### src/hw/rtl/ftgq_pkg.sv
// ----------------------------------------------------------------------------
// Filmic tone map package
// Shared widths, curve coefficients, payload types and the gamma threshold
// function used by the filmic tone map, gamma and quantize block.
// ----------------------------------------------------------------------------
package ftgq_pkg;

    localparam int SAMPLE_W            = 32;
    localparam int GAIN_W              = 16;
    localparam int CODE_W              = 8;
    localparam int GAIN_FRAC           = 8;
    localparam int CURVE_FRAC_BITS_DEF = 12;
    localparam int INPUT_FRAC_BITS_DEF = 16;

    // Working value x has 16 fraction bits and saturates at 8.0.
    localparam int WORK_FRAC = 16;
    localparam int PROD_W    = SAMPLE_W + GAIN_W;
    localparam int X_W       = 20;
    localparam int T_W       = 21;
    localparam int COEF_W    = 18;
    localparam int TERM_W    = X_W + T_W;

    localparam logic [COEF_W-1:0] COEF_A         = 18'd164495;
    localparam logic [COEF_W-1:0] COEF_C         = 18'd159252;
    localparam logic [T_W-1:0]    COEF_B         = 21'd1966;
    localparam logic [T_W-1:0]    COEF_D         = 21'd38666;
    localparam logic [TERM_W-1:0] COEF_E_SHIFTED = TERM_W'(9175) << WORK_FRAC;
    localparam logic [X_W-1:0]    X_LIMIT        = X_W'(8) << WORK_FRAC;

    localparam logic [GAIN_W-1:0] GAIN_RESET = 16'd256;

    // Gamma table: code k is reached once i^5 * 510^11 >= (2k-1)^11 * 2^(5C).
    localparam int CODE_LEVELS   = 1 << CODE_W;
    localparam int GAMMA_IDX_W   = 17;
    localparam int WIDE_W        = 192;
    localparam int GAMMA_NUM_EXP = 5;
    localparam int GAMMA_DEN_EXP = 11;
    localparam int GAMMA_SCALE   = 510;

    typedef logic [SAMPLE_W-1:0] sample_t;
    typedef logic [GAIN_W-1:0]   gain_t;
    typedef logic [CODE_W-1:0]   code_t;

    // Pipeline control handed to each stepped unit.
    typedef struct packed {
        logic advance;
        logic valid;
    } stage_ctl_t;

    // Smallest curve index that maps to code k or above.
    function automatic logic [GAMMA_IDX_W-1:0] gamma_threshold(
        input int unsigned k,
        input int unsigned cfb
    );
        logic [WIDE_W-1:0]      rhs;
        logic [WIDE_W-1:0]      lhs;
        logic [GAMMA_IDX_W-1:0] lo;
        logic [GAMMA_IDX_W-1:0] hi;
        logic [GAMMA_IDX_W-1:0] mid;
        logic [GAMMA_IDX_W:0]   sum;
        int unsigned            j;
        int unsigned            it;
        lo  = '0;
        hi  = GAMMA_IDX_W'(1) << cfb;
        rhs = WIDE_W'(1);
        if (k != 0) begin
            for (j = 0; j < GAMMA_DEN_EXP; j++) begin
                rhs = rhs * WIDE_W'(2 * k - 1);
            end
            rhs = rhs << (GAMMA_NUM_EXP * cfb);
            for (it = 0; it <= GAMMA_IDX_W; it++) begin
                if (lo < hi) begin
                    sum = {1'b0, lo} + {1'b0, hi};
                    mid = sum[GAMMA_IDX_W:1];
                    lhs = WIDE_W'(1);
                    for (j = 0; j < GAMMA_NUM_EXP; j++) begin
                        lhs = lhs * WIDE_W'(mid);
                    end
                    for (j = 0; j < GAMMA_DEN_EXP; j++) begin
                        lhs = lhs * WIDE_W'(GAMMA_SCALE);
                    end
                    if (lhs >= rhs) begin
                        hi = mid;
                    end else begin
                        lo = mid + GAMMA_IDX_W'(1);
                    end
                end
            end
        end
        return lo;
    endfunction

endpackage

### src/hw/rtl/ftgq_divider.sv
// ----------------------------------------------------------------------------
// Pipelined restoring divider
// Produces one quotient bit per register stage, most significant bit first.
// ----------------------------------------------------------------------------
module ftgq_divider #(
    parameter int DIVIDEND_W = 54,
    parameter int DIVISOR_W  = 41,
    parameter int QUOT_W     = 14
) (
    input  logic                   clk,
    input  logic                   rst_n,
    input  ftgq_pkg::stage_ctl_t   ctl,
    input  logic [DIVIDEND_W-1:0]  dividend,
    input  logic [DIVISOR_W-1:0]   divisor,
    output logic                   out_valid,
    output logic [QUOT_W-1:0]      quotient
);
    import ftgq_pkg::*;

    // The caller guarantees dividend < divisor * 2^QUOT_W.
    logic [DIVIDEND_W-1:0] rem_reg  [QUOT_W-1];
    logic [DIVISOR_W-1:0]  dsor_reg [QUOT_W-1];
    logic [QUOT_W-1:0]     q_reg    [QUOT_W];
    logic                  v_reg    [QUOT_W];

    for (genvar s = 0; s < QUOT_W; s++) begin : g_step
        localparam int BIT = QUOT_W - 1 - s;

        logic [DIVIDEND_W-1:0] rem_in;
        logic [DIVIDEND_W-1:0] trial;
        logic [DIVIDEND_W-1:0] rem_next;
        logic [DIVISOR_W-1:0]  dsor_in;
        logic [QUOT_W-1:0]     q_in;
        logic [QUOT_W-1:0]     q_next;
        logic                  v_in;
        logic                  fits;

        if (s == 0) begin : g_head
            assign rem_in  = dividend;
            assign dsor_in = divisor;
            assign q_in    = '0;
            assign v_in    = ctl.valid;
        end else begin : g_tail
            assign rem_in  = rem_reg[s-1];
            assign dsor_in = dsor_reg[s-1];
            assign q_in    = q_reg[s-1];
            assign v_in    = v_reg[s-1];
        end

        assign trial    = DIVIDEND_W'(dsor_in) << BIT;
        assign fits     = rem_in >= trial;
        assign rem_next = fits ? rem_in - trial : rem_in;
        assign q_next   = q_in | (QUOT_W'(fits) << BIT);

        always_ff @(posedge clk or negedge rst_n)
        begin
            if (!rst_n)
            begin
                v_reg[s] <= 1'b0;
            end
            else if (ctl.advance)
            begin
                v_reg[s] <= v_in;
            end
        end

        always_ff @(posedge clk)
        begin
            if (ctl.advance)
            begin
                q_reg[s] <= q_next;
            end
        end

        if (s < QUOT_W - 1) begin : g_carry
            always_ff @(posedge clk)
            begin
                if (ctl.advance)
                begin
                    rem_reg[s]  <= rem_next;
                    dsor_reg[s] <= dsor_in;
                end
            end
        end
    end

    assign out_valid = v_reg[QUOT_W-1];
    assign quotient  = q_reg[QUOT_W-1];

endmodule

### config.mk
export PLATFORM = sky130hd
export DESIGN_NAME = ftgq_divider
export DESIGN_NICKNAME = d
export VERILOG_FILES = /design/src/hw/rtl/ftgq_pkg.sv /design/src/hw/rtl/ftgq_divider.sv
export SDC_FILE = /design/constraint.sdc
export NUM_CORES = 2
export LEC_CHECK = 0
export BUFFER_PORTS_ARGS = -buffer_cell sky130_fd_sc_hd__buf_4
export CAP_MARGIN = 20
export CORE_ASPECT_RATIO = 2
export CORE_UTILIZATION = 55
export DETAILED_ROUTE_END_ITERATION = 8
export HOLD_SLACK_MARGIN = 0.02
export PLACE_DENSITY_LB_ADDON = 0.2
export RECOVER_POWER = 100
export SLEW_MARGIN = 20
export SYNTH_ARGS = -nofsm -noshare
export SYNTH_HDL_FRONTEND = slang
export SYNTH_SLANG_ARGS = --single-unit
### constraint.sdc
create_clock -name clk -period 9.5 [get_ports clk]
set_clock_uncertainty 0.05 [all_clocks]
set_input_delay 1.9 -clock clk [delete_from_list [all_inputs] [get_ports clk]]
set_output_delay 1.9 -clock clk [all_outputs]
set_load 0.01 [all_outputs]
# Word level (Yosys, flattened, before mapping)
# Memory sizes are Yosys's and may differ from the RTL's.
# Index checks and enable logic that the tools add are counted.
[classes]
add_sub_neg = 13
n_lt_le_gt_ge = 14
n_mux = 15
n_bitwise = 13
[op_table]
columns = ["op", "count"]
rows = [
  ["$mux W54", 13],
  ["$ge A54 B41 Y1", 1],
  ["$ge A54 B42 Y1", 1],
  ["$ge A54 B43 Y1", 1],
  ["$ge A54 B44 Y1", 1],
  ["$ge A54 B45 Y1", 1],
  ["$ge A54 B46 Y1", 1],
  ["$ge A54 B47 Y1", 1],
  ["$ge A54 B48 Y1", 1],
  ["$ge A54 B49 Y1", 1],
  ["$ge A54 B50 Y1", 1],
  ["$ge A54 B51 Y1", 1],
  ["$ge A54 B52 Y1", 1],
  ["$ge A54 B53 Y1", 1],
  ["$ge A54 B54 Y1", 1],
  ["$sub A54 B42 Y54", 1],
  ["$sub A54 B43 Y54", 1],
  ["$sub A54 B44 Y54", 1],
  ["$sub A54 B45 Y54", 1],
  ["$sub A54 B46 Y54", 1],
  ["$sub A54 B47 Y54", 1],
  ["$sub A54 B48 Y54", 1],
  ["$sub A54 B49 Y54", 1],
  ["$sub A54 B50 Y54", 1],
  ["18 further kinds", 19],
]
[word_totals]
reg_bits = 14
ram_bits = 1431
in_bits = 99
output_inout_bits = 15
mem_count = 3
[memory_table]
columns = ["memory", "depth", "width", "read_ports", "rd_ports_with_merged_regs", "write_ports", "line", "text"]
rows = [
  ["rem_reg", 13, 54, 13, 0, 13, "ftgq_divider.sv:21", "logic [DIVIDEND_W-1:0] rem_reg [QUOT_W-1];"],
  ["dsor_reg", 13, 41, 13, 0, 13, "ftgq_divider.sv:22", "logic [DIVISOR_W-1:0] dsor_reg [QUOT_W-1];"],
  ["q_reg", 14, 14, 14, 0, 14, "ftgq_divider.sv:23", "logic [QUOT_W-1:0] q_reg [QUOT_W];"],
]

# Logic depth before layout (Yosys ltp)
# An unclocked memory read counts as a cell.
[depth]
ltp_word = 3
ltp_mapped = 16
ltp_nobuf = 16

# Worst setup path before layout
# Ideal clock, no wire load.
[synth_timing]
path_kind = "input-to-reg"
from = "input port dividend[13]"
to = "memory rem_reg[0][53] (data pin)"
arrival_ps = 4616
required_ps = 9190
slack_ps = 4574
stages = 14
cell_sequence = "inv_1 ha_1 fa_1 nor2b_1 o31a_1 o2111ai_1 nand3_1 a41oi_2 o41ai_2 a31oi_4 o21ai_2 a221oi_2 xnor2_1 mux2_2"
[synth_lines]
columns = ["item", "line", "text"]
rows = [
  ["start, declared", "ftgq_divider.sv:13", "input logic [DIVIDEND_W-1:0] dividend,"],
  ["end, declared", "ftgq_divider.sv:21", ""],
]

==> summary.txt <==
Setup path
  • CP endpoint kind: flop
  • Critical Path Start Type: flop
  • Crit Path Class: flop to flop
  • Critical path required time: 9.96 ns
  • CP arrival: 8.24 ns
  • Crit Path Max Fanout: 66

Synth
  • Syn nets: 8328
  • Synth warnings: 0
  • Sequential cell area fraction in the yosys report: 50.6%
  • Synth async-reset ratio: 1.03%
  • Mapped Avg Cell Area: 10.5 µm²
  • Unique masters post-synth: 118
  • Synth Flop Type: edfxtp_1
  • Syn Inst Count: 7642
  • Synth Register Bits: 1354
  • Post-synth EDFFs: 1340
  • Post-Syn Area: 0.0801 mm²

Worst hold path
  • Worst min path class: flop to flop

Place
  • Setup WS pre-CTS: 2.98 ns
  • Hpwl dp: 165 mm
  • Routability cong.: 0.971
  • Post-Place Cells: 9481
  • PortBufs: 113

Timing
  • Final WS setup: 1.72 ns
  • Fin crit share: 81.9%
  • Fmax: 128 MHz
  • Minimum clock period: 7.78 ns
  • Least-Margin Pin Slew: 6.13 ns
  • RSZ-0062 raised after global routing: no
  • Hold Fails Final Rpt: 0
  • Setup violators final: 0
  • Rel. slew slack: -309%
  • Final slew viol count: 1531
  • Setup total negative slack: 0 ns

Clock network
  • Clock Path Buffers: 3
  • Post-cts resize count: 0
  • Htree depth: 3
  • Cts hold-fix bufs: 0
  • TritonCTS Buffers: 121
  • CTS tree: built
  • Root buf cell: clkbuf_16
  • Clk sink count: 1354
  • Clk Latency, worst-skew pair: 0.78 ns
  • CTS clk-pin slew, worst paths: 0.07 ns
  • Post-CTS Setup Bufs: 0

GRT
  • Routing usage on met2: 59.6%
  • Gr usage total: 27.6%
  • Largest net degree at the start of global routing: 130
  • GR Util met1: 19.0%
  • Met3 usage: 2.24%
  • Remaining global-route overflow: 0
  • Vias in the first global route: 59800
  • Most used routing layer: met2
  • Initial antenna violation count: 4
  • First-pass GRT wire length: 312 mm

Route
  • Pre-Repair DR Iteration Count: 5
  • WL/cell: 20.9 µm
  • ANT nets after route: 0
  • WL final: 204 mm
  • Total number of vias: 56700
  • Drt drc: 0
  • Via/cell ratio: 5.83
  • 1st-iter DRT viols: 2318

Floorplan
  • Core area: 0.144 mm²
  • I/O pins: 114
  • Row count: 197
  • Chip Height: 542 µm
  • Die W: 272 µm
  • Die area: 0.147 mm²
  • Initial Util: 55.6%

Layout
  • Number of flip-flops in the largest register: 702
  • Finished Layout Cells: 9723
  • Fillcell total: 12000
  • Area grow syn2layout: 8.41%
  • Commonest non-fill, non-tap cell in the layout: edfxtp_1
  • Post-layout util: 60.3%
  • Most frequent cells in the layout: edfxtp_1 (1340), nand2_1 (771), inv_1 (744)
  • Layout cells sized above 1: 5.63%
  • Final #Nets: 8400

Status
  • Failing checks: max-capacitance violations, max-slew violations
  • Status: finished, violations left

Power and ir drop
  • Total power: 27.1 mW
  • VDD IR max: 0.000197 V
  • P_leak: 34.7 nW
  • PwrDens: 311 mW/mm²

Flow run
  • Max-Cap Viols: 24
## where the power goes
group	internal, mW	switching [mW]
combinational	4.83	7.38
clock	2.99	2.28
sequential	8.78	0.813
## final cells by class
| cell class | count | area [µm²] | share of cell area (%) |
|---|---|---|---|
| antenna | 14 | 35.0 | 0.0403 |
| clock buffer | 149 | 3280 | 3.77 |
| clock inverter | 79 | 1040 | 1.19 |
| inverter | 745 | 2800 | 3.22 |
| multi-input combinational | 5323 | 35700 | 41.1 |
| sequential | 1354 | 40600 | 46.7 |
| tap | 1890 | 2360 | 2.72 |
| timing repair buffer | 169 | 1070 | 1.24 |
## critical path, cell delays in order (launching register included)
cell	delay, ns
edfxtp_1	0.42
ha_1	0.44
nand2_1	0.44
nor4_1	1.10
nand4_1	0.20
nor3_1	1.47
or4_1	0.33
a211oi_1	0.06
nand2_1	0.21
clkbuf_1	2.16
mux2_2	0.49
## per-stage QoR
stage / area, µm² / hold slack (ns)
finish: 86900 / 0.359
global route: 86900 / 0.370
detailed placement: 83100 / 0.355
CTS: 87400 / 0.365
floorplan: 80100 / 0.350
global placement: 83100 / 0.350
## synth_stat cells, types with 28 or more instances
cell / number / area (µm²)
edfxtp_1: 1340 / 40200
nand2_1: 770 / 2890
inv_1: 743 / 2790
a21oi_1: 656 / 3280
o21ai_0: 638 / 3190
ha_1: 574 / 7180
nor2_1: 404 / 1520
xnor2_1: 324 / 2840
a21o_1: 314 / 2360
xor2_1: 229 / 2010
clkbuf_1: 165 / 619
nand3_1: 128 / 641
nand4_1: 115 / 719
o21bai_1: 101 / 758
nor3_1: 96 / 480
nand2b_1: 70 / 438
mux2_2: 68 / 766
a31oi_1: 62 / 388
nor2b_1: 62 / 388
nor4_1: 59 / 369
o21a_1: 52 / 390
and3_1: 44 / 275
buf_2: 41 / 205
a211oi_1: 38 / 285
o31ai_1: 38 / 285
and2_1: 35 / 219
o211ai_1: 30 / 225
o21ai_1: 28 / 140
or3_1: 28 / 175
## cells by family after synthesis
group	after synthesis	synth area share, %
adders and majority gates	587	9.29
muxes	72	1.01
and+or+nand+nor	1912	11.2
buffers and inverters	965	4.61
AOI/OAI and AO/OA	2199	17.2
DFF	1354	50.6
xor gates and xnor gates	553	6.04
## worst paths after layout
check / from / endpoint / slack, ns / cells past startpoint
max: rem_reg[1][150] / rem_reg[1][175] / 1.72 / 10
min: q_reg[1][50] / q_reg[2][8] / 0.36 / 0
max reg2reg: rem_reg[1][150] / rem_reg[1][175] / 1.72 / 10
min reg2reg: q_reg[1][50] / q_reg[2][8] / 0.36 / 0
max in group asynchronous: rst_n / g_step[9].v_in / 7.85 / 1
min in group asynchronous: rst_n / g_step[3].v_in / 1.11 / 1
## per-layer routing
layer	vias to the layer above	wire [µm]
li1	28000	-
met1	26800	55800
met2	1198	122000
met3	700	4110
met4	0	22200
met5	-	0
No activity file was read; power rests on OpenSTA's default activity.
