==> config.mk <==
export PLATFORM = sky130hd
export DESIGN_NAME = ftgq_gamma
export DESIGN_NICKNAME = d
export VERILOG_FILES = /design/src/hw/rtl/ftgq_pkg.sv /design/src/hw/rtl/ftgq_gamma.sv
export SDC_FILE = /design/constraint.sdc
export NUM_CORES = 1
export LEC_CHECK = 0
export BUFFER_PORTS_ARGS = -buffer_cell sky130_fd_sc_hd__buf_2
export CAP_MARGIN = 10
export CELL_PAD_IN_SITES_DETAIL_PLACEMENT = 0
export CELL_PAD_IN_SITES_GLOBAL_PLACEMENT = 1
export CORE_ASPECT_RATIO = 2
export CORE_MARGIN = 4
export CORE_UTILIZATION = 45
export CTS_BUF_LIST = sky130_fd_sc_hd__clkbuf_16
export DETAILED_ROUTE_END_ITERATION = 12
export GPL_TIMING_DRIVEN = 0
export HOLD_SLACK_MARGIN = 0.1
export PLACE_DENSITY_LB_ADDON = 0.1
export SLEW_MARGIN = 20
export SYNTH_ARGS = -nofsm -noshare
export SYNTH_HDL_FRONTEND = slang
export SYNTH_SLANG_ARGS = --single-unit
==> constraint.sdc <==
create_clock -name clk -period 3.7 [get_ports clk]
set_input_delay 0.925 -clock clk [delete_from_list [all_inputs] [get_ports clk]]
set_output_delay 0.925 -clock clk [all_outputs]
set_load 0.1 [all_outputs]
==> src/hw/rtl/ftgq_pkg.sv <==
// ----------------------------------------------------------------------------
// Filmic tone map package
// Shared widths, curve coefficients, payload types and the gamma threshold
// function used by the filmic tone map, gamma and quantize block.
// ----------------------------------------------------------------------------
package ftgq_pkg;

    localparam int SAMPLE_W            = 32;
    localparam int GAIN_W              = 16;
    localparam int CODE_W              = 8;
    localparam int GAIN_FRAC           = 8;
    localparam int CURVE_FRAC_BITS_DEF = 12;
    localparam int INPUT_FRAC_BITS_DEF = 16;

    // Working value x has 16 fraction bits and saturates at 8.0.
    localparam int WORK_FRAC = 16;
    localparam int PROD_W    = SAMPLE_W + GAIN_W;
    localparam int X_W       = 20;
    localparam int T_W       = 21;
    localparam int COEF_W    = 18;
    localparam int TERM_W    = X_W + T_W;

    localparam logic [COEF_W-1:0] COEF_A         = 18'd164495;
    localparam logic [COEF_W-1:0] COEF_C         = 18'd159252;
    localparam logic [T_W-1:0]    COEF_B         = 21'd1966;
    localparam logic [T_W-1:0]    COEF_D         = 21'd38666;
    localparam logic [TERM_W-1:0] COEF_E_SHIFTED = TERM_W'(9175) << WORK_FRAC;
    localparam logic [X_W-1:0]    X_LIMIT        = X_W'(8) << WORK_FRAC;

    localparam logic [GAIN_W-1:0] GAIN_RESET = 16'd256;

    // Gamma table: code k is reached once i^5 * 510^11 >= (2k-1)^11 * 2^(5C).
    localparam int CODE_LEVELS   = 1 << CODE_W;
    localparam int GAMMA_IDX_W   = 17;
    localparam int WIDE_W        = 192;
    localparam int GAMMA_NUM_EXP = 5;
    localparam int GAMMA_DEN_EXP = 11;
    localparam int GAMMA_SCALE   = 510;

    typedef logic [SAMPLE_W-1:0] sample_t;
    typedef logic [GAIN_W-1:0]   gain_t;
    typedef logic [CODE_W-1:0]   code_t;

    // Pipeline control handed to each stepped unit.
    typedef struct packed {
        logic advance;
        logic valid;
    } stage_ctl_t;

    // Smallest curve index that maps to code k or above.
    function automatic logic [GAMMA_IDX_W-1:0] gamma_threshold(
        input int unsigned k,
        input int unsigned cfb
    );
        logic [WIDE_W-1:0]      rhs;
        logic [WIDE_W-1:0]      lhs;
        logic [GAMMA_IDX_W-1:0] lo;
        logic [GAMMA_IDX_W-1:0] hi;
        logic [GAMMA_IDX_W-1:0] mid;
        logic [GAMMA_IDX_W:0]   sum;
        int unsigned            j;
        int unsigned            it;
        lo  = '0;
        hi  = GAMMA_IDX_W'(1) << cfb;
        rhs = WIDE_W'(1);
        if (k != 0) begin
            for (j = 0; j < GAMMA_DEN_EXP; j++) begin
                rhs = rhs * WIDE_W'(2 * k - 1);
            end
            rhs = rhs << (GAMMA_NUM_EXP * cfb);
            for (it = 0; it <= GAMMA_IDX_W; it++) begin
                if (lo < hi) begin
                    sum = {1'b0, lo} + {1'b0, hi};
                    mid = sum[GAMMA_IDX_W:1];
                    lhs = WIDE_W'(1);
                    for (j = 0; j < GAMMA_NUM_EXP; j++) begin
                        lhs = lhs * WIDE_W'(mid);
                    end
                    for (j = 0; j < GAMMA_DEN_EXP; j++) begin
                        lhs = lhs * WIDE_W'(GAMMA_SCALE);
                    end
                    if (lhs >= rhs) begin
                        hi = mid;
                    end else begin
                        lo = mid + GAMMA_IDX_W'(1);
                    end
                end
            end
        end
        return lo;
    endfunction

endpackage

==> src/hw/rtl/ftgq_gamma.sv <==
// ----------------------------------------------------------------------------
// Gamma encoder
// Maps a clamped curve index to its 8-bit gamma 1/2.2 code by a pipelined
// search over the code thresholds, one code bit per register stage.
// ----------------------------------------------------------------------------
module ftgq_gamma #(
    parameter int CURVE_FRAC_BITS = ftgq_pkg::CURVE_FRAC_BITS_DEF
) (
    input  logic                       clk,
    input  logic                       rst_n,
    input  ftgq_pkg::stage_ctl_t       ctl,
    input  logic [CURVE_FRAC_BITS:0]   idx,
    output logic                       out_valid,
    output ftgq_pkg::code_t            code
);
    import ftgq_pkg::*;

    localparam int IDX_W = CURVE_FRAC_BITS + 1;

    // Threshold k is the first index whose code is k or more; codes rise
    // monotonically, so the code is found bit by bit.
    logic [IDX_W-1:0] thr [CODE_LEVELS];

    for (genvar k = 0; k < CODE_LEVELS; k++) begin : g_thr
        localparam logic [GAMMA_IDX_W-1:0] THR_FULL = gamma_threshold(k, CURVE_FRAC_BITS);
        assign thr[k] = THR_FULL[IDX_W-1:0];
    end

    logic [IDX_W-1:0] idx_reg  [CODE_W-1];
    code_t            code_reg [CODE_W];
    logic             v_reg    [CODE_W];

    for (genvar s = 0; s < CODE_W; s++) begin : g_step
        localparam int BIT = CODE_W - 1 - s;

        logic [IDX_W-1:0] idx_in;
        code_t            code_in;
        code_t            cand;
        code_t            code_next;
        logic             v_in;

        if (s == 0) begin : g_head
            assign idx_in  = idx;
            assign code_in = '0;
            assign v_in    = ctl.valid;
        end else begin : g_tail
            assign idx_in  = idx_reg[s-1];
            assign code_in = code_reg[s-1];
            assign v_in    = v_reg[s-1];
        end

        assign cand      = code_in | (CODE_W'(1) << BIT);
        assign code_next = (idx_in >= thr[cand]) ? cand : code_in;

        always_ff @(posedge clk or negedge rst_n)
        begin
            if (!rst_n)
            begin
                v_reg[s] <= 1'b0;
            end
            else if (ctl.advance)
            begin
                v_reg[s] <= v_in;
            end
        end

        always_ff @(posedge clk)
        begin
            if (ctl.advance)
            begin
                code_reg[s] <= code_next;
            end
        end

        if (s < CODE_W - 1) begin : g_carry
            always_ff @(posedge clk)
            begin
                if (ctl.advance)
                begin
                    idx_reg[s] <= idx_in;
                end
            end
        end
    end

    assign out_valid = v_reg[CODE_W-1];
    assign code      = code_reg[CODE_W-1];

endmodule

# After elaboration in Yosys (flattened, before gate mapping)
# Memory sizes are Yosys's and may differ from the RTL's.
# Index checks and enable logic that the tools add are counted.
[classes]
addsub = 0
multipliers = 0
div = 0
n_lt_le_gt_ge = 15
eq_ne = 0
n_shift = 0
mux = 24
bitwise = 7
n_reduce_logical = 0
[ops]
columns = ["op", "n"]
rows = [
  ["13-bit two-way mux", 14],
  ["13-bit >= comparator", 7],
  ["9-bit >= comparator, second input constant", 7],
  ["8-bit NOT with 9-bit output", 7],
  ["13-bit by 10-bit >= comparator with 1-bit output, second input constant", 1],
  ["8-bit two-way mux", 1],
  ["7-bit two-way mux", 1],
  ["6-bit two-way mux", 1],
  ["5-bit two-way mux", 1],
  ["4-bit two-way mux", 1],
  ["1-bit two-way mux", 3],
  ["3-bit two-way mux", 1],
  ["2-bit two-way mux", 1],
]
[word_totals]
reg_bits = 8
latchBits = 0
ramBits = 155
rom_bits = 23296
input_bits = 17
out_inout_bits = 9
wordCells = 63
mem_count = 9
[mem_list]
columns = ["memory", "words", "word_bits", "read_ports", "rd_ports_with_merged_regs", "wr", "line", "rtl"]
rows = [
  ["(name not given)", 256, 13, 1, 0, 0, "ftgq_gamma.sv:53", "assign code_next = (idx_in >= thr[cand]) ? cand : code_in;"],
  ["(name not given)", 256, 13, 1, 0, 0, "ftgq_gamma.sv:53", ""],
  ["(name not given)", 256, 13, 1, 0, 0, "ftgq_gamma.sv:53", ""],
  ["(name not given)", 256, 13, 1, 0, 0, "ftgq_gamma.sv:53", ""],
  ["(name not given)", 256, 13, 1, 0, 0, "ftgq_gamma.sv:53", ""],
  ["(name not given)", 256, 13, 1, 0, 0, "ftgq_gamma.sv:53", ""],
  ["3 more memories", "-", "-", "-", "-", "-", "-", ""],
]

# Depth between registers and ports, before layout
# Gate-level depths: netlist of the first run.
# An unclocked memory read counts as a cell.
[logic_depth]
depth_word = 7
ltp_mapped = 16
ltp_nobuf = 13

# Least setup slack after synthesis of the first run
# OpenSTA, ideal clock, no wires.
[synth_timing]
path_kind = "register to register"
startpoint = "mem code_reg[2][11] (netlist name)"
endpoint = "mem code_reg[3][1] (netlist name), data pin"
setup_time_ns = 0.256
arrival_ns = 3.058
t_required_ns = 3.444
slack_ns = 0.387
path_stages_with_launch = 14
path_buffers = 1
synth_period_minus_slack_ns = 3.313
cell_sequence = "edfxtp_1 -> clkbuf_1 -> inv_1 -> ha_1 -> nor2b_1 -> nand2b_1 -> mux4_2 -> nand2_1 -> o21ai_1 -> ha_1 -> and4_1 -> a311oi_1 -> o21ai_0 -> a41o_1"
[synth_lines]
columns = ["item", "line", "rtl"]
rows = [
  ["start: declaration", "ftgq_gamma.sv:30", "code_t code_reg [CODE_W];"],
]

==> impl_table.tex, run 1 <==
\begin{tabular}{lr}
\hline
Metric & Value \\
\hline
\multicolumn{2}{l}{\textbf{Placed design}} \\
HPWL after DPL & 23600 um \\
Final weighted congestion in routability-driven placement & 0.992 \\
I/O Buffers & 25 \\
DP Area & 10300 um2 \\
Worst slack at placement & -0.733 ns \\
\multicolumn{2}{l}{\textbf{Timing}} \\
Post-route setup slack & 0.149 ns \\
Final clock period utilization by the worst path & 96.0\% \\
Worst hold slack after final layout & 0.333 ns \\
Setup violators final & 0 \\
Clock skew & 0.00981 ns \\
Number of hold violations in the final report & 0 \\
Minimum clock period after layout & 3.55 ns \\
Final max-slew violation count & 0 \\
FMAX & 0.282 GHz \\
Worst-case headroom to the max-slew limit & 55.5\% \\
Transition time of the tightest slew-check pin & 0.667 ns \\
\multicolumn{2}{l}{\textbf{Global routing}} \\
Pin count of the biggest net entering global routing & 85 \\
Global-route wire length before repair & 47700 um \\
Number of global-route vias before repair & 8407 \\
Combined global-route utilization of all metal layers & 25.9\% \\
GR Overflow Total & 0 \\
Antenna violations before repair & 0 \\
\multicolumn{2}{l}{\textbf{Routing}} \\
Count of vias placed by the detailed router & 8233 \\
ANT nets after route & 0 \\
Pre-Repair DR Iteration Count & 5 \\
Wire length reported by the detailed router & 30700 um \\
DRC marker count from the first detailed-route iteration & 569 \\
Wire length per cell & 23.2 um \\
Detail-routed via count per cell & 6.22 \\
DR DRC count & 0 \\
\multicolumn{2}{l}{\textbf{Status}} \\
Outcome & finished, final reports clean \\
\multicolumn{2}{l}{\textbf{Floorplan}} \\
Standard cell core area & 21500 um2 \\
Floorplan die area & 24200 um2 \\
Initial cell density of the core & 45.4\% \\
Vertical extent of the die & 216 um \\
Top-level I/O count & 26 \\
Std-Cell Rows & 76 \\
Die span in x & 112 um \\
\multicolumn{2}{l}{\textbf{Final layout}} \\
Highest-count cells in the layout ignoring fill and taps & edfxtp\_1, ha\_1, a21oi\_1 \\
Layout Cell Area excl Fill & 11000 um2 \\
Number of flip-flops in the largest register & 91 \\
Most common cell after layout, fill and taps aside & edfxtp\_1 \\
Area delta synth->final & 13.0\% \\
Number of nets in the finished design & 1170 \\
Layout cells sized above 1 & 14.6\% \\
Total inserted antenna cells & 0 \\
Core occupancy in the finished layout & 51.3\% \\
\multicolumn{2}{l}{\textbf{Synth}} \\
Count of flip-flops with a built-in enable after synthesis & 127 \\
Share of flip-flops with an asynchronous set or reset & 5.93\% \\
Cell variety after synth & 68 \\
Sequential element share of the synthesized area & 41.2\% \\
Mapped Cells & 980 \\
Flip-flop and latch count after synthesis & 135 \\
Average size of a mapped cell & 9.95 um2 \\
Summed instance area of the synthesized netlist & 9750 um2 \\
Predominant post-synthesis flop cell & edfxtp\_1 \\
Number of nets in the synthesized netlist & 1113 \\
Count of warnings emitted by yosys & 0 \\
\multicolumn{2}{l}{\textbf{Worst hold path}} \\
Worst min-delay path class & input port to async pin \\
\multicolumn{2}{l}{\textbf{Worst setup path}} \\
Highest-delay cell along the critical path & edfxtp\_1 \\
Worst flop-to-flop path startpoint & code\_reg[2][11] \\
End of the worst register-to-register path & code\_reg[3][1] \\
Type of the worst setup path & register to register \\
Setup slack on the worst flop-to-flop path & 0.15 ns \\
CP Capture Type & register \\
Top cell by count, worst path & ha\_1 \\
R2R cell count & 13 \\
Signal arrival time at the worst endpoint & 3.70 ns \\
Start point of the critical path & code\_reg[2][11] \\
CP max stage delay & 0.37 ns \\
CP Cell Sequence & clkbuf\_4 -> clkinvlp\_4 -> buf\_4 -> ha\_1 -> nor3b\_1 -> o22ai\_1 -> mux2\_2 -> o21ai\_1 -> ha\_1 -> and4\_1 -> a311oi\_1 -> o21ai\_0 -> a41o\_1 \\
Required time of the critical path & 3.85 ns \\
Sort of element at the start of the critical path & register \\
Maximum fanout encountered on the critical timing path & 10 \\
\multicolumn{2}{l}{\textbf{Clocking}} \\
Total number of H-tree levels & 4 \\
Clock-pin slew on the worst setup and hold paths & 0.06 ns \\
Clock root cell & clkbuf\_16 \\
Clock latency on the worst-skew pair & 0.43 ns \\
Clock Sinks & 135 \\
Total CTS buffers & 17 \\
CTS tree & yes \\
Number of buffers on the longest clock path & 2 \\
\multicolumn{2}{l}{\textbf{Power and ir drop}} \\
Sequential share of power & 40.7\% \\
Combinational group share of total power & 22.5\% \\
Peak supply drop & 0.665 mV \\
Leak Pwr & 4.38 nW \\
Design internal power & 0.00325 W \\
Sw Ratio & 30.2\% \\
Clock group share of total power & 36.8\% \\
Power density cells & 423 nW/um2 \\
Net Sw Power & 0.00141 W \\
PnR Total Power & 0.00466 W \\
\multicolumn{2}{l}{\textbf{Job}} \\
Max Cap Violations & 0 \\
\hline
\end{tabular}
-- cell usage after synthesis, types with 4 or more instances --
library cell | count | share of area, %
edfxtp_1 | 127 | 39
ha_1 | 116 | 15
a21oi_1 | 88 | 4.5
nand2_1 | 75 | 2.9
o21ai_0 | 66 | 3.4
nor2_1 | 51 | 2.0
inv_1 | 38 | 1.5
nand2b_1 | 33 | 2.1
clkbuf_1 | 31 | 1.2
o211ai_1 | 23 | 1.8
a31oi_1 | 22 | 1.4
buf_2 | 22 | 1.1
o21ai_1 | 22 | 1.1
nand3_1 | 21 | 1.1
a211oi_1 | 19 | 1.5
nor3_1 | 17 | 0.87
a21o_1 | 13 | 1.0
buf_4 | 13 | 1.0
a311oi_1 | 12 | 1.1
mux2i_1 | 12 | 1.2
nor2b_1 | 12 | 0.77
mux2_2 | 11 | 1.3
o22ai_1 | 10 | 0.64
a211o_1 | 9 | 0.81
dfrtp_1 | 8 | 2.1
mux4_2 | 7 | 1.6
nand4_1 | 7 | 0.45
o221ai_1 | 7 | 0.63
a221oi_1 | 5 | 0.45
buf_1 | 5 | 0.19
buf_6 | 5 | 0.58
nor3b_1 | 5 | 0.38
or3_1 | 5 | 0.32
o31ai_1 | 4 | 0.31
-- critical path, delay by kind of cell, from the launching register on --
kind	cells	cell delay [ns]
buf+inv	3	0.59
mux	1	0.27
flops	1	0.37
simple gates	2	0.54
compound gates	5	0.96
fa+ha+maj	2	0.53
-- timing repair --
action | CTS | global route
hold endpoints to repair | 0 | 0
endpoints found under the setup margin | 2 | 2
hold buffers | 0 | 0
resized for setup | 10 | 16
setup buffers | 6 | 6
cloned | 0 | 0
-- logic make-up after synthesis --
| kind of cell | Yosys count | synth area share, % |
|---|---|---|
| fa+ha+maj | 116 | 14.9 |
| simple gates | 247 | 12.4 |
| buf+inv | 118 | 5.71 |
| flops | 135 | 41.2 |
| mux | 30 | 4.12 |
| compound gates | 330 | 21.4 |
| xor+xnor | 4 | 0.359 |
-- how the worst max path moves through the flow --
stage / endpoint / depth (start not counted)
6_report: code_reg[3][1] / 13
5_1_grt: code_reg[3][8] / 14
4_1_cts: code_reg[3][1] / 13
3_5_place_dp: code_reg[3][8] / 16
3_3_place_gp: code_reg[3][8] / 16
2_1_floorplan: code_reg[3][1] / 13
-- power by group through the flow --
stage | clock network (W) | logic (W) | registers (W)
3_5_place_dp | 0 | 0.00100 | 0.00194
6_report | 0.00171 | 0.00105 | 0.00189
3_3_place_gp | 0 | 0.00101 | 0.00194
2_1_floorplan | 0 | 0.000681 | 0.00192
4_1_cts | 0.00174 | 0.00103 | 0.00190
5_1_grt | 0.00181 | 0.00117 | 0.00191
-- final cells by class --
| class | count | area (um2) |
|---|---|---|
| tap | 273 | 342 |
| buffer | 76 | 427 |
| timing repair buffer | 38 | 249 |
| fill | 2070 | 10500 |
| sequential | 135 | 4010 |
| multi-input combinational | 727 | 5210 |
| clock buffer | 17 | 425 |
| clock inverter | 15 | 179 |
| inverter | 42 | 169 |
-- routing by layer --
layer / GRT usage, % / part of all wire, % / up-vias
met1: 24.4 / 31 / 3866
met4: 17.2 / 7.8 / 0
met3: 3.35 / 5.1 / 145
met2: 50.3 / 56 / 397
met5: 0 / 0 / -
li1: - / - / 3825
-- metrics by stage --
| stage | std cells | TNS [ns] |
|---|---|---|
| after detailed placement | 1279 | -1.20 |
| after floorplan | 980 | 0 |
| after CTS | 1317 | 0 |
| final | 1323 | 0 |
| after global routing | 1323 | -0.00749 |
| after global placement | 1278 | -2.39 |
(Power assumes the default switching activity.)
==> run 2: changes to the inputs <==
- ABC_AREA: default -> 1
==> impl_table.tex, run 2 <==
\begin{tabular}{lr}
\hline
Metric & Value \\
\hline
\multicolumn{2}{l}{\textbf{Routing}} \\
ANT nets after route & 0 \\
Pre-Repair DR Iteration Count & 5 \\
DR DRC count & 0 \\
DRC marker count from the first detailed-route iteration & 618 \\
Wire length per cell & 23.8 um \\
Wire length reported by the detailed router & 36600 um \\
Detail-routed via count per cell & 5.84 \\
Count of vias placed by the detailed router & 8977 \\
\multicolumn{2}{l}{\textbf{Status}} \\
Outcome & finished, final reports clean \\
\multicolumn{2}{l}{\textbf{Synth}} \\
Predominant post-synthesis flop cell & edfxtp\_1 \\
Commonest cells in the netlist & nand2\_1, edfxtp\_1, ha\_1 \\
Cell with the most instances after synthesis & nand2\_1 \\
Simple-gate share of the synthesized area & 25.4\% \\
Synth Area in Adders & 14.8\% \\
Cell variety after synth & 35 \\
Count of flip-flops with a built-in enable after synthesis & 127 \\
Average size of a mapped cell & 8.11 um2 \\
Multiplexer fraction of the synthesized cell area & 0\% \\
Dominant combinational cell family by area after synthesis & simple AND/OR/NAND/NOR gates \\
Number of nets in the synthesized netlist & 1338 \\
Area contributors post-synth & edfxtp\_1, ha\_1, nand2\_1 \\
Mapped Cells & 1205 \\
Flip-flop and latch count after synthesis & 135 \\
Cell type with the highest aggregate area in the netlist & edfxtp\_1 \\
Fraction of post-synthesis cell area in the top cell type by area & 39.0\% \\
Summed instance area of the synthesized netlist & 9770 um2 \\
Sequential element share of the synthesized area & 41.1\% \\
Share of flip-flops with an asynchronous set or reset & 5.93\% \\
Count of warnings emitted by yosys & 0 \\
Area fraction in compound gates after synthesis & 11.9\% \\
Area share of xor/xnor cells in the synthesized design & 0\% \\
\multicolumn{2}{l}{\textbf{Global routing}} \\
Pin count of the biggest net entering global routing & 75 \\
Antenna violations before repair & 0 \\
Combined global-route utilization of all metal layers & 30.6\% \\
Global-route wire length before repair & 54100 um \\
GR Overflow Total & 0 \\
Number of global-route vias before repair & 9352 \\
\multicolumn{2}{l}{\textbf{Clocking}} \\
CTS tree & yes \\
Clock root cell & clkbuf\_16 \\
Clock Sinks & 135 \\
Clock-pin slew on the worst setup and hold paths & 0.07 ns \\
Number of buffers on the longest clock path & 2 \\
Total number of H-tree levels & 4 \\
Total CTS buffers & 17 \\
Clock latency on the worst-skew pair & 0.44 ns \\
\multicolumn{2}{l}{\textbf{Timing}} \\
RSZ-0062 raised after global routing & true \\
Minimum clock period after layout & 3.53 ns \\
FMAX & 0.283 GHz \\
Worst hold slack after final layout & 0.318 ns \\
Final max-slew violation count & 0 \\
Final clock period utilization by the worst path & 95.4\% \\
Clock skew & 0.0140 ns \\
Post-route setup slack & 0.170 ns \\
Number of hold violations in the final report & 0 \\
Transition time of the tightest slew-check pin & 0.795 ns \\
Setup violators final & 0 \\
Worst-case headroom to the max-slew limit & 47.0\% \\
\multicolumn{2}{l}{\textbf{Worst setup path}} \\
CP Capture Type & register \\
Maximum fanout encountered on the critical timing path & 9 \\
Required time of the critical path & 3.87 ns \\
Signal arrival time at the worst endpoint & 3.70 ns \\
Type of the worst setup path & register to register \\
Sort of element at the start of the critical path & register \\
\multicolumn{2}{l}{\textbf{Final layout}} \\
Layout cells sized above 1 & 8.54\% \\
Number of flip-flops in the largest register & 91 \\
Layout filler cell count & 2181 \\
Core occupancy in the finished layout & 50.9\% \\
Total inserted antenna cells & 0 \\
Highest-count cells in the layout ignoring fill and taps & nand2\_1, edfxtp\_1, ha\_1 \\
Number of nets in the finished design & 1385 \\
Most common cell after layout, fill and taps aside & nand2\_1 \\
Area delta synth->final & 11.9\% \\
\multicolumn{2}{l}{\textbf{Floorplan}} \\
Die span in x & 112 um \\
Floorplan die area & 24300 um2 \\
Vertical extent of the die & 216 um \\
Initial cell density of the core & 45.5\% \\
Top-level I/O count & 26 \\
Std-Cell Rows & 76 \\
Standard cell core area & 21500 um2 \\
\multicolumn{2}{l}{\textbf{Power and ir drop}} \\
Sequential share of power & 39.5\% \\
Sw Ratio & 31.8\% \\
Power density cells & 437 nW/um2 \\
Design internal power & 0.00326 W \\
Net Sw Power & 0.00152 W \\
Peak supply drop & 0.451 mV \\
Clock group share of total power & 38.9\% \\
Leak Pwr & 4.94 nW \\
Combinational group share of total power & 21.6\% \\
\multicolumn{2}{l}{\textbf{Placed design}} \\
Final weighted congestion in routability-driven placement & 1.02 \\
Worst slack at placement & -0.0138 ns \\
HPWL after DPL & 29200 um \\
I/O Buffers & 25 \\
\multicolumn{2}{l}{\textbf{Job}} \\
Max Cap Violations & 0 \\
\multicolumn{2}{l}{\textbf{Worst hold path}} \\
Worst min-delay path class & input port to async pin \\
\hline
\end{tabular}
==> run 2: per-layer routing <==
layer / wire length (um) / GRT usage (%)
met1: 9860 / 21.8
met2: 21200 / 62.3
met3: 1230 / 5.34
met4: 4340 / 28.6
met5: 0 / 0
==> run 2: repair_timing <==
action,4_1_cts,5_1_grt
buffers inserted,1,1
resized for setup,0,3
pin swaps,0,0
hold buffers,0,0
cloned,0,0
setup endpoints to repair,1,2
==> run 2: kinds of logic after synthesis <==
| kind of cell | after synthesis |
|---|---|
| and+or+nand+nor | 590 |
| adders and majority gates | 116 |
| DFF | 135 |
| AOI/OAI and AO/OA | 211 |
| buffers and inverters | 153 |
==> run 2: worst paths after layout <==
path,startpoint,end,slack [ns],cells after the start
worst max-delay path,code_reg[3][2],code_reg[3][8],0.17,15
worst min-delay path,rst_n,g_step[1].v_in,0.32,1
worst max register to register,code_reg[3][2],code_reg[3][8],0.17,15
worst min register to register,idx_reg[3][0],idx_reg[4][0],0.45,0
max in group asynchronous,rst_n,g_step[5].v_in,3.22,1
min in group clk,idx_reg[3][0],idx_reg[4][0],0.45,0
==> run 2: power groups by stage <==
| stage | sequential [W] | combinational, W | clock (W) |
|---|---|---|---|
| global route | 0.00190 | 0.00115 | 0.00195 |
| CTS | 0.00189 | 0.00101 | 0.00188 |
| floorplan | 0.00188 | 0.000665 | 0 |
| finish | 0.00189 | 0.00103 | 0.00186 |
| detailed placement | 0.00193 | 0.00100 | 0 |
| global placement | 0.00193 | 0.00100 | 0 |
==> run 2: layout make-up <==
type                    count  area [um2]  share of cell area [%]
plain buffers              48         277                    2.53
clock buffers              17         425                    3.89
clock inverters            15         216                    1.98
inverters                 105         394                    3.60
multi-input cells         917        5100                    46.6
flip-flops and latches    135        4010                    36.7
well taps                 273         342                    3.12
repair buffers             28         174                    1.59
==> run 2: worst max-delay path, stage by stage (launching register included) <==
cell,delay (ns)
edfxtp_1,0.36
buf_2,0.28
inv_1,0.28
ha_2,0.46
nand2_1,0.30
nand2_1,0.18
o21ai_1,0.07
o21ai_0,0.20
nor2_1,0.07
nor2_1,0.16
nand2_1,0.11
ha_1,0.32
a21oi_1,0.14
o21ai_0,0.08
o21ai_0,0.15
nand3_1,0.10
==> run 2: stage by stage <==
step	area [um2]	power [W]	TNS, ns	cells
floorplan	9770	0.00255	0	1205
global placement	10200	0.00293	-0.325	1503
detailed placement	10300	0.00293	-0.0138	1504
CTS	10900	0.00479	0	1537
global route	10900	0.00500	0	1538
finish	10900	0.00478	0	1538
==> run 3: changes to the inputs <==
- CELL_PAD_IN_SITES_GLOBAL_PLACEMENT: 1 -> 2
- CORE_UTILIZATION: 45 -> 39
==> impl_table.tex, run 3 (synthesis gave the netlist of run 2 again) <==
\begin{tabular}{lr}
\hline
Metric & Value \\
\hline
\multicolumn{2}{l}{\textbf{Status}} \\
Outcome & finished, final reports clean \\
\multicolumn{2}{l}{\textbf{Routing}} \\
ANT nets after route & 0 \\
DR DRC count & 0 \\
Wire length reported by the detailed router & 38700 um \\
Wire length per cell & 24.2 um \\
Detail-routed via count per cell & 5.65 \\
DRC marker count from the first detailed-route iteration & 621 \\
Pre-Repair DR Iteration Count & 6 \\
Count of vias placed by the detailed router & 9045 \\
\multicolumn{2}{l}{\textbf{Placed design}} \\
HPWL after DPL & 30700 um \\
Worst slack at placement & -0.327 ns \\
Final weighted congestion in routability-driven placement & 1.10 \\
I/O Buffers & 25 \\
\multicolumn{2}{l}{\textbf{Global routing}} \\
Pin count of the biggest net entering global routing & 84 \\
Antenna violations before repair & 0 \\
GR Overflow Total & 0 \\
Combined global-route utilization of all metal layers & 28.4\% \\
Global-route wire length before repair & 56700 um \\
Number of global-route vias before repair & 9574 \\
\multicolumn{2}{l}{\textbf{Worst setup path}} \\
CP Capture Type & register \\
Sort of element at the start of the critical path & register \\
Required time of the critical path & 3.87 ns \\
Type of the worst setup path & register to register \\
Signal arrival time at the worst endpoint & 3.64 ns \\
Maximum fanout encountered on the critical timing path & 9 \\
\multicolumn{2}{l}{\textbf{Job}} \\
Max Cap Violations & 0 \\
\multicolumn{2}{l}{\textbf{Clocking}} \\
Clock latency on the worst-skew pair & 0.44 ns \\
Number of hold-repair buffers added at the cts stage & 0 \\
Clock-pin slew on the worst setup and hold paths & 0.06 ns \\
Clock root cell & clkbuf\_16 \\
Total number of H-tree levels & 4 \\
CTS tree & yes \\
Total CTS buffers & 17 \\
Clock Sinks & 135 \\
Number of buffers on the longest clock path & 2 \\
\multicolumn{2}{l}{\textbf{Power and ir drop}} \\
Leak Pwr & 4.94 nW \\
Peak supply drop & 0.415 mV \\
Power density cells & 427 nW/um2 \\
\multicolumn{2}{l}{\textbf{Timing}} \\
Setup violators final & 0 \\
Transition time of the tightest slew-check pin & 0.792 ns \\
FMAX & 0.288 GHz \\
Final clock period utilization by the worst path & 93.7\% \\
Minimum clock period after layout & 3.47 ns \\
Final max-slew violation count & 0 \\
Clock skew & 0.00830 ns \\
Number of hold violations in the final report & 0 \\
Worst hold slack after final layout & 0.322 ns \\
Worst-case headroom to the max-slew limit & 47.2\% \\
Post-route setup slack & 0.232 ns \\
RSZ-0062 raised after global routing & false \\
\multicolumn{2}{l}{\textbf{Final layout}} \\
Area delta synth->final & 12.8\% \\
Core occupancy in the finished layout & 44.8\% \\
Layout cells sized above 1 & 8.90\% \\
Number of flip-flops in the largest register & 91 \\
Total inserted antenna cells & 0 \\
Most common cell after layout, fill and taps aside & nand2\_1 \\
Highest-count cells in the layout ignoring fill and taps & nand2\_1, edfxtp\_1, ha\_1 \\
Number of nets in the finished design & 1390 \\
\multicolumn{2}{l}{\textbf{Worst hold path}} \\
Worst min-delay path class & input port to async pin \\
\multicolumn{2}{l}{\textbf{Floorplan}} \\
Die span in x & 120 um \\
Standard cell core area & 24600 um2 \\
Std-Cell Rows & 81 \\
Vertical extent of the die & 232 um \\
Initial cell density of the core & 39.7\% \\
Top-level I/O count & 26 \\
Floorplan die area & 27800 um2 \\
\hline
\end{tabular}
[run 3: cell type report]
type                    count  area, um2
plain buffers              48        279
clock buffers              17        425
clock inverters            15        176
fillers                  2554      13600
inverters                 105        402
multi-input cells         917       5100
flip-flops and latches    135       4010
well taps                 332        415
repair buffers             33        211
[run 3: power breakdown]
| group | internal, W | switching [W] |
|---|---|---|
| registers | 0.00179 | 0.000101 |
| logic | 0.000328 | 0.000727 |
| clock network | 0.00106 | 0.000693 |
| total | 0.00318 | 0.00152 |
[run 3: critical path: stages, from the launching register on]
cell and delay (ns):
edfxtp_1 0.44, buf_4 0.25, clkinvlp_4 0.21, ha_4 0.33, nand2_1 0.28, nand2_1 0.19
o21ai_1 0.08, o21ai_0 0.18, nor2_1 0.08, nor2_2 0.20, nand2_1 0.13, ha_1 0.33
a21oi_1 0.15, o21ai_0 0.09, o21ai_0 0.17, nand3_1 0.09
[run 3: timing repair]
item	in CTS	in global routing
setup buffers	3	4
resized for setup	3	4
cloned	0	0
endpoints found under the setup margin	1	2
[run 3: path summary, 6_finish.rpt]
kind | start | endpoint | slack (ns) | depth (start not counted)
min in group clk | idx_reg[4][0] | idx_reg[5][0] | 0.45 | 0
min reg2reg | idx_reg[4][0] | idx_reg[5][0] | 0.45 | 0
min | rst_n | g_step[1].v_in | 0.32 | 1
max reg2reg | code_reg[3][1] | code_reg[3][8] | 0.23 | 15
max in group asynchronous | rst_n | g_step[3].v_in | 3.21 | 1
max | code_reg[3][1] | code_reg[3][8] | 0.23 | 15
[run 3: through the flow]
stage / area, um2 / power, W / std cells / setup TNS (ns)
after global routing: 11000 / 0.00491 / 1602 / 0
after global placement: 10300 / 0.00295 / 1562 / -0.917
after detailed placement: 10300 / 0.00295 / 1563 / -0.327
after CTS: 11000 / 0.00471 / 1598 / 0
final: 11000 / 0.00471 / 1602 / 0
after floorplan: 9770 / 0.00255 / 1205 / 0
[run 3: routing by layer]
layer | part of all wire (%) | vias to the layer above | global-route usage [%] | wire length, um
li1 | - | 4277 | - | -
met3 | 3.3 | 213 | 3.75 | 1290
met2 | 58 | 333 | 58.4 | 22400
met4 | 12 | 0 | 29.2 | 4800
met1 | 26 | 4222 | 19.7 | 10200
met5 | 0 | - | 0 | 0
